==> src/rtl/cset_pkg.sv <==
// Package for the call stack exclusive time profiler.
// Holds field widths, event and status codes, controller states and the
// command and status structs that join the controller and the datapath.
`timescale 1ns / 1ps
`default_nettype none

package cset_pkg;

    localparam int KIND_W = 2;
    localparam int ID_W = 6;
    localparam int TS_W = 32;
    localparam int STATUS_W = 2;

    localparam int DEF_NUM_FUNCS = 64;
    localparam int DEF_STACK_DEPTH = 64;

    localparam logic [TS_W-1:0] TS_MAX = {TS_W{1'b1}};

    typedef enum logic [KIND_W-1:0] {
        KIND_START = 2'd0,
        KIND_END   = 2'd1,
        KIND_READ  = 2'd2,
        KIND_NONE  = 2'd3
    } kind_t;

    typedef enum logic [STATUS_W-1:0] {
        ST_OK        = 2'd0,
        ST_UNDERFLOW = 2'd1,
        ST_OVERFLOW  = 2'd2
    } status_t;

    typedef enum logic [1:0] {
        S_CLEAR,
        S_IDLE,
        S_LOOKUP,
        S_UPDATE
    } state_t;

    typedef struct packed {
        logic clear_wr;
        logic capture;
        logic lookup;
        logic commit;
    } cmd_t;

    typedef struct packed {
        logic clear_done;
    } stat_t;

endpackage

`default_nettype wire

==> src/rtl/call_stack_exclusive_time.sv <==
// Top level of the call stack exclusive time profiler.
// Joins the controller cset_ctrl and the datapath cset_dp. Depends on cset_pkg.
//
// Usage: each input word carries an event kind (func), a function id and a
// timestamp on a valid/ready channel. Start pushes an id and credits the time
// since the last mark to the function on top of the stack; end credits the
// elapsed time plus one to the top function and pops it; read returns one
// total. Every word gives exactly one result word on the output channel.
// After reset the totals memory is cleared, one entry per cycle, and no word
// is accepted until the clearing pass has written every entry.
// An accepted word goes through capture, the stack top lookup with
// the totals read, then the totals update. The result is valid in the cycle
// after the update, and no new word is taken until the update of the last
// one has committed, as set by the read-modify-write of the totals memory.
// The result stays in an output register until taken; a stalled receiver
// holds the update step and input ready stays low until the register frees.
`timescale 1ns / 1ps
`default_nettype none

module call_stack_exclusive_time #(
    parameter int NUM_FUNCS = cset_pkg::DEF_NUM_FUNCS,
    parameter int STACK_DEPTH = cset_pkg::DEF_STACK_DEPTH
) (
    input  wire logic                          clk,
    input  wire logic                          rst_n,
    input  wire logic                          in_valid,
    output logic                               in_ready,
    input  wire logic [cset_pkg::KIND_W-1:0]   func,
    input  wire logic [cset_pkg::ID_W-1:0]     func_id,
    input  wire logic [cset_pkg::TS_W-1:0]     timestamp,
    output logic                               out_valid,
    input  wire logic                          out_ready,
    output logic [cset_pkg::ID_W-1:0]          credited_id,
    output logic [cset_pkg::TS_W-1:0]          total_time,
    output logic                               credited,
    output logic [cset_pkg::STATUS_W-1:0]      status
);
    import cset_pkg::*;

    cmd_t  cmd;
    stat_t stat;

    cset_ctrl u_ctrl (
        .clk       (clk),
        .rst_n     (rst_n),
        .in_valid  (in_valid),
        .in_ready  (in_ready),
        .out_valid (out_valid),
        .out_ready (out_ready),
        .stat      (stat),
        .cmd       (cmd)
    );

    cset_dp #(
        .NUM_FUNCS   (NUM_FUNCS),
        .STACK_DEPTH (STACK_DEPTH)
    ) u_dp (
        .clk         (clk),
        .rst_n       (rst_n),
        .cmd         (cmd),
        .stat        (stat),
        .func        (func),
        .func_id     (func_id),
        .timestamp   (timestamp),
        .credited_id (credited_id),
        .total_time  (total_time),
        .credited    (credited),
        .status      (status)
    );

endmodule

`default_nettype wire

==> src/rtl/cset_ctrl.sv <==
// Controller state machine of the call stack exclusive time profiler.
// Sequences the clearing pass and the lookup and update steps of each word.
// Depends on cset_pkg.
`timescale 1ns / 1ps
`default_nettype none

module cset_ctrl (
    input  wire logic           clk,
    input  wire logic           rst_n,
    input  wire logic           in_valid,
    output logic                in_ready,
    output logic                out_valid,
    input  wire logic           out_ready,
    input  wire cset_pkg::stat_t stat,
    output cset_pkg::cmd_t      cmd
);
    import cset_pkg::*;

    state_t state_reg;
    state_t state_next;
    logic   out_valid_reg;
    logic   out_valid_next;
    logic   out_free;

    assign out_free = !out_valid_reg || out_ready;

    always_ff @(posedge clk or negedge rst_n)
    begin
        if (!rst_n)
        begin
            state_reg <= S_CLEAR;
            out_valid_reg <= 1'b0;
        end
        else
        begin
            state_reg <= state_next;
            out_valid_reg <= out_valid_next;
        end
    end

    always_comb
    begin
        state_next = state_reg;
        unique case (state_reg)
            S_CLEAR:
            begin
                if (stat.clear_done)
                begin
                    state_next = S_IDLE;
                end
            end
            S_IDLE:
            begin
                if (in_valid)
                begin
                    state_next = S_LOOKUP;
                end
            end
            S_LOOKUP:
            begin
                state_next = S_UPDATE;
            end
            S_UPDATE:
            begin
                if (out_free)
                begin
                    state_next = S_IDLE;
                end
            end
            default:
            begin
                state_next = S_CLEAR;
            end
        endcase
    end

    always_comb
    begin
        cmd = '0;
        in_ready = 1'b0;
        unique case (state_reg)
            S_CLEAR:
            begin
                cmd.clear_wr = 1'b1;
            end
            S_IDLE:
            begin
                in_ready = 1'b1;
                cmd.capture = in_valid;
            end
            S_LOOKUP:
            begin
                cmd.lookup = 1'b1;
            end
            S_UPDATE:
            begin
                cmd.commit = out_free;
            end
            default:
            begin
                cmd = '0;
            end
        endcase
    end

    always_comb
    begin
        out_valid_next = out_valid_reg;
        if (cmd.commit)
        begin
            out_valid_next = 1'b1;
        end
        else if (out_ready)
        begin
            out_valid_next = 1'b0;
        end
    end

    assign out_valid = out_valid_reg;

endmodule

`default_nettype wire

==> src/rtl/cset_dp.sv <==
// Datapath of the call stack exclusive time profiler.
// Holds the totals memory, the call stack memory, the stack depth, the time
// mark and the result register. Depends on cset_pkg.
`timescale 1ns / 1ps
`default_nettype none

module cset_dp #(
    parameter int NUM_FUNCS = cset_pkg::DEF_NUM_FUNCS,
    parameter int STACK_DEPTH = cset_pkg::DEF_STACK_DEPTH
) (
    input  wire logic                          clk,
    input  wire logic                          rst_n,
    input  wire cset_pkg::cmd_t                cmd,
    output cset_pkg::stat_t                    stat,
    input  wire logic [cset_pkg::KIND_W-1:0]   func,
    input  wire logic [cset_pkg::ID_W-1:0]     func_id,
    input  wire logic [cset_pkg::TS_W-1:0]     timestamp,
    output logic [cset_pkg::ID_W-1:0]          credited_id,
    output logic [cset_pkg::TS_W-1:0]          total_time,
    output logic                               credited,
    output logic [cset_pkg::STATUS_W-1:0]      status
);
    import cset_pkg::*;

    localparam int IDX_W = (NUM_FUNCS > 1) ? $clog2(NUM_FUNCS) : 1;
    localparam int SP_W = (STACK_DEPTH > 1) ? $clog2(STACK_DEPTH) : 1;
    localparam int DEPTH_W = $clog2(STACK_DEPTH + 1);
    localparam int EXT_W = ID_W + IDX_W + 1;

    logic [TS_W-1:0]    totals_mem [NUM_FUNCS];
    logic [ID_W-1:0]    stack_mem [STACK_DEPTH];

    kind_t              kind_reg;
    logic [ID_W-1:0]    id_reg;
    logic [TS_W-1:0]    ts_reg;
    logic [DEPTH_W-1:0] depth_reg;
    logic [DEPTH_W-1:0] depth_next;
    logic [TS_W-1:0]    mark_reg;
    logic [TS_W-1:0]    mark_next;
    logic [IDX_W-1:0]   clr_idx_reg;
    logic [IDX_W-1:0]   clr_idx_next;
    logic [ID_W-1:0]    top_reg;
    logic [TS_W-1:0]    tot_rdata_reg;

    logic               cred_reg;
    logic               cred_next;
    logic               cwr_reg;
    logic               cwr_next;
    logic [ID_W-1:0]    cid_reg;
    logic [ID_W-1:0]    cid_next;
    logic [IDX_W-1:0]   caddr_reg;
    logic [IDX_W-1:0]   caddr_next;
    logic               push_reg;
    logic               push_next;
    logic               pop_reg;
    logic               pop_next;
    status_t            stat_reg;
    status_t            stat_next;
    logic [TS_W:0]      elapsed_reg;
    logic [TS_W:0]      elapsed_next;

    logic [ID_W-1:0]     credited_id_reg;
    logic [TS_W-1:0]     total_time_reg;
    logic                credited_reg;
    status_t             status_reg;

    logic               empty;
    logic               full;
    logic [DEPTH_W-1:0] depth_m1;
    logic [SP_W-1:0]    stack_raddr;
    logic [SP_W-1:0]    stack_waddr;
    logic [EXT_W-1:0]   cid_ext;
    logic               cid_in_range;
    logic [TS_W:0]      now;
    logic [TS_W+1:0]    sum;
    logic [TS_W-1:0]    sum_sat;
    logic               tot_we;
    logic [IDX_W-1:0]   tot_waddr;
    logic [TS_W-1:0]    tot_wdata;

    assign empty = (depth_reg == '0);
    assign full = (depth_reg == DEPTH_W'(STACK_DEPTH));
    assign depth_m1 = depth_reg - DEPTH_W'(1);
    assign stack_raddr = depth_m1[SP_W-1:0];
    assign stack_waddr = depth_reg[SP_W-1:0];

    // The word is captured when the controller accepts it.
    always_ff @(posedge clk)
    begin
        if (cmd.capture)
        begin
            kind_reg <= kind_t'(func);
            id_reg <= func_id;
            ts_reg <= timestamp;
        end
    end

    always_ff @(posedge clk)
    begin
        if (cmd.commit && push_reg)
        begin
            stack_mem[stack_waddr] <= id_reg;
        end
        top_reg <= stack_mem[stack_raddr];
    end

    // Decide the effect of the word from the kind, the depth and the top id.
    always_comb
    begin
        cred_next = 1'b0;
        cwr_next = 1'b0;
        cid_next = '0;
        push_next = 1'b0;
        pop_next = 1'b0;
        stat_next = ST_OK;
        unique case (kind_reg)
            KIND_START:
            begin
                if (full)
                begin
                    stat_next = ST_OVERFLOW;
                end
                else
                begin
                    push_next = 1'b1;
                    cid_next = top_reg;
                    cred_next = !empty;
                end
            end
            KIND_END:
            begin
                if (empty)
                begin
                    stat_next = ST_UNDERFLOW;
                end
                else
                begin
                    pop_next = 1'b1;
                    cid_next = top_reg;
                    cred_next = 1'b1;
                end
            end
            KIND_READ:
            begin
                cid_next = id_reg;
                cred_next = 1'b1;
            end
            KIND_NONE:
            begin
                cred_next = 1'b0;
            end
            default:
            begin
                cred_next = 1'b0;
            end
        endcase
        cid_ext = {{(IDX_W + 1){1'b0}}, cid_next};
        cid_in_range = (cid_ext < EXT_W'(NUM_FUNCS));
        cred_next = cred_next && cid_in_range;
        cwr_next = cred_next && (kind_reg != KIND_READ);
        caddr_next = cid_ext[IDX_W-1:0];
    end

    always_comb
    begin
        if (kind_reg == KIND_END)
        begin
            now = {1'b0, ts_reg} + (TS_W + 1)'(1);
        end
        else
        begin
            now = {1'b0, ts_reg};
        end
        if ((kind_reg != KIND_READ) && (now >= {1'b0, mark_reg}))
        begin
            elapsed_next = now - {1'b0, mark_reg};
        end
        else
        begin
            elapsed_next = '0;
        end
    end

    always_ff @(posedge clk)
    begin
        if (cmd.lookup)
        begin
            cred_reg <= cred_next;
            cwr_reg <= cwr_next;
            cid_reg <= cid_next;
            caddr_reg <= caddr_next;
            stat_reg <= stat_next;
            elapsed_reg <= elapsed_next;
        end
    end

    always_ff @(posedge clk or negedge rst_n)
    begin
        if (!rst_n)
        begin
            push_reg <= 1'b0;
            pop_reg <= 1'b0;
        end
        else if (cmd.lookup)
        begin
            push_reg <= push_next;
            pop_reg <= pop_next;
        end
    end

    assign sum = {2'b00, tot_rdata_reg} + {1'b0, elapsed_reg};
    assign sum_sat = (sum[TS_W+1:TS_W] != 2'b00) ? TS_MAX : sum[TS_W-1:0];

    assign tot_we = cmd.clear_wr || (cmd.commit && cwr_reg);
    assign tot_waddr = cmd.clear_wr ? clr_idx_reg : caddr_reg;
    assign tot_wdata = cmd.clear_wr ? '0 : sum_sat;

    always_ff @(posedge clk)
    begin
        if (tot_we)
        begin
            totals_mem[tot_waddr] <= tot_wdata;
        end
        if (cmd.lookup)
        begin
            tot_rdata_reg <= totals_mem[caddr_next];
        end
    end

    always_comb
    begin
        clr_idx_next = clr_idx_reg;
        if (cmd.clear_wr)
        begin
            clr_idx_next = clr_idx_reg + IDX_W'(1);
        end
    end

    assign stat.clear_done = (clr_idx_reg == IDX_W'(NUM_FUNCS - 1));

    always_comb
    begin
        depth_next = depth_reg;
        mark_next = mark_reg;
        if (cmd.commit && push_reg)
        begin
            depth_next = depth_reg + DEPTH_W'(1);
            mark_next = ts_reg;
        end
        else if (cmd.commit && pop_reg)
        begin
            depth_next = depth_m1;
            mark_next = (ts_reg == TS_MAX) ? TS_MAX : ts_reg + TS_W'(1);
        end
    end

    always_ff @(posedge clk or negedge rst_n)
    begin
        if (!rst_n)
        begin
            depth_reg <= '0;
            mark_reg <= '0;
            clr_idx_reg <= '0;
        end
        else
        begin
            depth_reg <= depth_next;
            mark_reg <= mark_next;
            clr_idx_reg <= clr_idx_next;
        end
    end

    always_ff @(posedge clk)
    begin
        if (cmd.commit)
        begin
            credited_id_reg <= cred_reg ? cid_reg : '0;
            total_time_reg <= cred_reg ? sum_sat : '0;
            credited_reg <= cred_reg;
            status_reg <= stat_reg;
        end
    end

    assign credited_id = credited_id_reg;
    assign total_time = total_time_reg;
    assign credited = credited_reg;
    assign status = status_reg;

    a_depth_bound: assert property (@(posedge clk) disable iff (!rst_n)
        depth_reg <= DEPTH_W'(STACK_DEPTH))
        else $error("stack depth above its limit");

    a_push_pop_excl: assert property (@(posedge clk) disable iff (!rst_n)
        !(push_reg && pop_reg))
        else $error("push and pop decided for the same word");

    a_push_grows: assert property (@(posedge clk) disable iff (!rst_n)
        cmd.commit && push_reg |=> depth_reg == $past(depth_reg) + DEPTH_W'(1))
        else $error("push did not grow the stack");

    a_credit_ok: assert property (@(posedge clk) disable iff (!rst_n)
        cmd.commit && cred_reg |-> stat_reg == ST_OK)
        else $error("credit reported with an error status");

endmodule

`default_nettype wire

==> config.mk <==
export PLATFORM = sky130hd
export DESIGN_NAME = call_stack_exclusive_time
export DESIGN_NICKNAME = d
export VERILOG_FILES = /design/src/rtl/cset_pkg.sv /design/src/rtl/call_stack_exclusive_time.sv /design/src/rtl/cset_ctrl.sv /design/src/rtl/cset_dp.sv
export SDC_FILE = /design/constraint.sdc
export NUM_CORES = 2
export LEC_CHECK = 0
export BUFFER_PORTS_ARGS = -buffer_cell sky130_fd_sc_hd__buf_2
export CAP_MARGIN = 20
export CELL_PAD_IN_SITES_DETAIL_PLACEMENT = 0
export CELL_PAD_IN_SITES_GLOBAL_PLACEMENT = 1
export CORE_UTILIZATION = 45
export CTS_CLUSTER_DIAMETER = 40
export DETAILED_ROUTE_END_ITERATION = 16
export PLACE_DENSITY_LB_ADDON = 0.25
export SETUP_SLACK_MARGIN = 0.1
export SLEW_MARGIN = 20
export SYNTH_ARGS = -nofsm -noshare
export SYNTH_HDL_FRONTEND = slang
export SYNTH_SLANG_ARGS = --single-unit
==> constraint.sdc <==
create_clock -name clk -period 7 [get_ports clk]
set_clock_uncertainty 0.15 [all_clocks]
set_input_delay 0.35 -clock clk [delete_from_list [all_inputs] [get_ports clk]]
set_output_delay 0.35 -clock clk [all_outputs]
set_load 0.03 [all_outputs]
# Word-level counts from Yosys, hierarchy flattened
# Memories as Yosys holds them, arrays and structs flattened. A register that Yosys moved wholly into a read port is not among the register bits.
# Cells that the tools add are included.
[word_totals]
ramBits = 2432
register_bits = 174
out_inout_bits = 43
elab_cells = 94
memories = 2
[op_classes]
eq_ne = 13
add_sub_neg = 7
magnitude_cmp = 1
reduce_logical = 16
mux = 36
[memory_table]
columns = ["name", "words", "width", "read_ports", "rd_ports_with_merged_regs", "write_ports", "line_no", "text"]
rows = [
  ["u_dp.totals_mem", 64, 32, 1, 1, 1, "cset_dp.sv:30", "logic [TS_W-1:0] totals_mem [NUM_FUNCS];"],
  ["u_dp.stack_mem", 64, 6, 1, 1, 1, "cset_dp.sv:31", "logic [ID_W-1:0] stack_mem [STACK_DEPTH];"],
]
[op_table]
columns = ["cell", "count"]
rows = [
  ["2-to-1 mux 32 bit", 5],
  ["adder 32 x 33 -> 34 bit", 1],
  ["adder 32 x 1 -> 33 bit (second input constant)", 1],
  ["greater-or-equal comparator 33 x 32 -> 1 bit", 1],
  ["2-to-1 mux 33 bit", 1],
  ["subtractor 33 x 32 -> 33 bit", 1],
  ["adder 32 x 1 -> 32 bit (second input constant)", 1],
  ["== test 32 bit (second input constant)", 1],
  ["2-to-1 mux 6 bit", 3],
  ["one-hot mux 6 bit (3 select lines)", 1],
  ["2-to-1 mux 1 bit", 17],
  ["2-to-1 mux 7 bit", 2],
  ["== test 2 bit (second input constant)", 4],
  ["2-to-1 mux 2 bit", 4],
  ["one-hot mux 2 bit (4 select lines)", 1],
  ["adder 7 x 1 -> 7 bit (second input constant)", 1],
  ["== test 7 bit (second input constant)", 1],
  ["logical NOT 7 bit", 1],
  ["subtractor 7 x 1 -> 7 bit (second input constant)", 1],
  ["adder 6 x 1 -> 6 bit (second input constant)", 1],
  ["== test 6 bit (second input constant)", 1],
  ["inequality test 2 bit (second input constant)", 3],
  ["nonzero test 2 bit", 3],
  ["logical AND 1 bit", 5],
  ["other kinds (8)", 12],
]

# Longest topological paths before layout
[logic_depth]
depth_word = 7
ltp_mapped = 21
mapped_depth_nobuf = 18

# Cells and area by module
# From an unflattened synthesis, not the netlist that was laid out.
[hier_totals]
cells_unflattened = 6857
hier_area_um2 = 107314.2
[by_module_without_submodules]
columns = ["module", "seq_area_each_um2", "n_inst", "cells_each", "area_each_um2"]
rows = [
  ["cset_dp", 79010.8, 1, 6836, 107081.4],
  ["cset_ctrl", 75.1, 1, 21, 232.7],
]

# Worst setup path after synthesis
# OpenSTA, ideal clock, no wires.
[synth_path]
kind = "reg2reg"
from = "register u_dp.elapsed_reg[0]"
to = "memory u_dp.totals_mem[0][27] (data pin)"
required_ns = 6.262
setup_slack_ns = 1.400
t_arrival_ns = 4.862
stages_incl_launch_ff = 15
path_cell_list = "edfxtp_1 > ha_1 > inv_1 > fa_1 > nand2b_1 > a211oi_1 > o2111ai_1 > a211oi_1 > o21a_1 > a31oi_1 > o21ba_2 > or2_2 > clkbuf_1 > clkbuf_1 > a31oi_1"
[synth_between]
elab_chain_cells = 4
[synth_lines]
columns = ["item", "line_no", "text"]
rows = [
  ["start, declared", "cset_dp.sv:59", "logic [TS_W:0] elapsed_reg;"],
  ["start signal, assigned", "cset_dp.sv:193", "elapsed_reg <= elapsed_next;"],
  ["adder 32 x 33 -> 34 bit (*)", "cset_dp.sv:211", "assign sum = {2'b00, tot_rdata_reg} + {1'b0, elapsed_reg};"],
  ["nonzero test 2 bit", "cset_dp.sv:212", "assign sum_sat = (sum[TS_W+1:TS_W] != 2'b00) ? TS_MAX : sum[TS_W-1:0];"],
  ["2-to-1 mux 32 bit (*)", "cset_dp.sv:212", ""],
  ["2-to-1 mux 32 bit (*)", "cset_dp.sv:216", "assign tot_wdata = cmd.clear_wr ? '0 : sum_sat;"],
  ["net u_dp.tot_wdata[27]", "cset_dp.sv:79", "logic [TS_W-1:0] tot_wdata;"],
  ["end, declared", "cset_dp.sv:30", ""],
]
# The timed path passes the listed nets; every way through them passes the cells marked *.

# Worst setup path in the final report
[layout_path]
from = "register u_dp.depth_reg[3]"
to = "register u_dp.tot_rdata_reg[13] (read register of u_dp.totals_mem) (data pin)"
[layout_between]
elab_chain_cells = 3
elab_cells_between_ends = 5
cone_classes = "1 x eq/ne; 3 x mux; 1 x reduce/logical"
[layout_lines]
columns = ["item", "line_no", "text"]
rows = [
  ["start, declared", "cset_dp.sv:36", "logic [DEPTH_W-1:0] depth_reg;"],
  ["start signal, assigned", "cset_dp.sv:267", "depth_reg <= depth_next;"],
  ["== test 7 bit or logical NOT 7 bit (tied branches)", "cset_dp.sv:82, cset_dp.sv:81", ""],
  ["2-to-1 mux 6 bit, on equally long branches", "cset_dp.sv:119, cset_dp.sv:132", ""],
  ["one-hot mux 6 bit (3 select lines) (*)", "cset_dp.sv:116", "unique case (kind_reg)"],
  ["end, declared", "cset_dp.sv:43", "logic [TS_W-1:0] tot_rdata_reg;"],
]
# Every way passes the cells marked *; elsewhere a longest branch is shown, timed or not.
# A chain may end at the register's enable or synchronous reset.

==> summary.txt <==
Outcome
  – Status: complete, no violations

Pwr
  – P_leak: 0.0385 uW
  – Max VDD drop: 0.000263 V
  – Power Density: 292 nW/um^2

Detailed routing
  – Post-route DRC: 0
  – Total vias in the final route: 64092
  – First DRT Iteration DRCs: 7817
  – Post-route antenna net violation count: 0
  – Number of vias per cell: 6.21
  – Drt pass-1 iters: 10
  – Avg WL per Cell: 30.4 um
  – Total wire length: 314000 um

Yosys
  – Synth cell types: 79
  – Post-synth top flop: edfxtp_1
  – Post-synth top area cell: edfxtp_1
  – Post-synth EDFFs: 2588
  – Count leader, synth: edfxtp_1
  – Commonest cells in the netlist: edfxtp_1, nand2_1, o22ai_1
  – Synth Register Bits: 2644
  – Mapped cell area: 105000 um^2
  – Total number of yosys warnings: 0
  – Yosys top cell area share: 73.9%
  – Synthesized instance count: 6620
  – Synth Net Count: 6740
  – Seq/Total Area, Yosys: 75.2%
  – Area contributors post-synth: edfxtp_1, mux4_2, o22ai_1
  – Asr flop ratio synth: 1.89%
  – Mean post-synth cell area: 15.9 um^2

Floorplanning
  – Die Span X: 485 um
  – Num rows: 177
  – Die span in y: 485 um
  – Die area: 236000 um^2
  – Core Area: 232000 um^2
  – Initial core utilization: 45.2%
  – IO Pins: 87

CTS
  – CTS tree: done
  – Worst-skew pair later-pin latency: 0.98 ns
  – CTS Buf Count: 380
  – CTS root buf: clkbuf_16
  – Post-CTS sizing: 0
  – CTS Sinks: 2644
  – Clk buf depth: 4
  – CTS H-Tree Depth: 5
  – Reg clk slew, reported paths: 0.06 ns

Place
  – Dpl ws: 1.48 ns
  – Gpl congestion: 0.885
  – HPWL after DPL: 184000 um
  – IO buf count: 86

Timing
  – Max Fclk: 0.177 GHz
  – Setup WS post-layout: 1.36 ns
  – Slew margin rel.: 22.4%
  – Max Transition Viols Final: 0
  – Hold Vio Cnt, Final: 0
  – Setup TNS: 0 ns
  – Actual slew at the worst max-slew pin: 1.16 ns
  – Final worst path period share: 80.6%
  – RSZ-0062 raised after global routing: no
  – Setup-failing EPs final: 0
  – Min Tclk post-route: 5.64 ns

Final layout
  – Share of layout cells above drive strength 1: 17.9%
  – Fill cell count: 18317
  – FF+latch area: 79100 um^2
  – Nets: 7090
  – Flip-flop count of the largest register after layout: 2048
  – Multi-input gate area: 25000 um^2
  – Synth-to-Final Area Change: 18.5%

Critical path
  – Kind of critical path: reg -> reg
  – Worst setup EP type: flop
  – Crit-path cells: nor4_4 -> a31oi_1 -> nor2_4 -> inv_16 -> buf_12 -> buf_12 -> o221ai_1 -> o311ai_0 -> a32oi_1 -> nand4_1
  – Crit-path leading delay family: simple AND/OR/NAND/NOR gates
  – Critical Path Source Type: flop
  – WP data arrival: 6.08 ns
  – Max incr delay on CP: 0.81 ns
  – Worst-path fanout max: 112
  – Critical path data required time: 7.43 ns
  – Most used cell, CP: buf_12
  – Worst path slowest cell: a32oi_1
  – Worst path bufs/invs: 3

Hold path
  – Hold Crit Class: in -> reg

Global route
  – Pin count of the biggest net entering global routing: 152
  – Global-route wire length before repair: 449000 um
  – GRT Total Usage: 26.3%
  – Congestion Overflow GR: 0
  – Initial antenna violation count: 11
  – Vias in the first global route: 61862

Run
  – Max-Cap Viols: 0
where the power goes:
part	internal (uW)	switching, uW	total, uW
combinational	36.7	23.2	59.9
sequential	17100	0.0000000000000476	17100
clock	11900	7270	19200
total	29000	7300	36300
final timing paths:
kind,from,end,slack [ns],cells past startpoint
max,u_dp.depth_reg[3]$_DFFE_PN0P_,u_dp.tot_rdata_reg[13]$_DFFE_PN_,1.36,10
min,timestamp[8],u_dp.ts_reg[8]$_DFFE_PP_,0.07,2
max reg2reg,u_dp.depth_reg[3]$_DFFE_PN0P_,u_dp.tot_rdata_reg[13]$_DFFE_PN_,1.36,10
min reg2reg,u_dp.stat_reg[1]$_DFFE_PN_,u_dp.status[1]$_DFFE_PP_,0.27,0
max in group asynchronous,rst_n,u_dp.mark_reg[5]$_DFFE_PN0P_,5.62,4
min in group asynchronous,rst_n,u_dp.depth_reg[0]$_DFFE_PN0P_,0.51,4
logic make-up after synthesis:
| family | after synthesis | share of synthesized area (%) |
|---|---|---|
| xor+xnor | 99 | 0.825 |
| compound gates | 1603 | 9.92 |
| simple gates | 1348 | 5.59 |
| flops | 2644 | 75.2 |
| fa+ha+maj | 76 | 0.919 |
| buf+inv | 512 | 1.99 |
| mux | 338 | 5.51 |
stage by stage:
step           hold WS, ns  instance area [um^2]  utilization [%]  total power [uW]  cells
5_1_grt             0.0378                124000             53.6             37200  10315
2_1_floorplan      -0.0956                105000                -             17400   6620
3_3_place_gp         0.257                111000             47.6             17500   9538
4_1_cts             0.0114                124000             53.5             36500  10309
6_report            0.0708                125000             53.6             36300  10323
3_5_place_dp         0.258                111000             47.7             17500   9550
layout make-up:
cell class	count	share of cell area, %
flip-flops and latches	2644	63.5
multi-input cells	3464	20.0
clock buffers	405	7.75
well taps	3043	3.06
repair buffers	404	2.82
clock inverters	278	2.54
inverters	76	0.252
diodes	9	0.0181
placed cells by master (no fill, tap or decap), drive strengths merged, types with 20 or more instances in the layout:
cell,Yosys,routed
nand2,593,593
nor3,30,30
a221oi,36,36
bufinv,0,48
nand4,47,47
and3,24,24
a31oi,23,23
edfxtp,2588,2588
o21ai,217,217
clkinv,0,107
inv,76,138
clkinvlp,0,61
o22ai,588,588
clkbuf,256,407
buf,180,326
a21oi,298,298
a32oi,83,83
o221ai,120,120
dlygate4sd3,0,76
ha,74,74
xor2,49,49
mux4,192,192
mux2i,142,142
dfrtp,50,50
nand3,267,267
o311ai,36,36
o21a,20,20
nor2,307,307
xnor2,50,50
o31ai,37,37
a21o,59,59
metal layers:
metal	wire length, um	GRT usage [%]	share of wire (%)	vias to the layer above
met3	24500	4.34	7.8	583
met2	149000	41.7	47	3005
li1	-	-	-	27423
met4	12400	10.0	4.0	4
met1	128000	36.6	41	33077
met5	23	0	0.0073	-
repair_timing:
action	in CTS	in global routing
hold buffers	76	0
endpoints found under the hold margin	93	0
setup buffers	0	0
No activity file was read; power rests on OpenSTA's default activity.
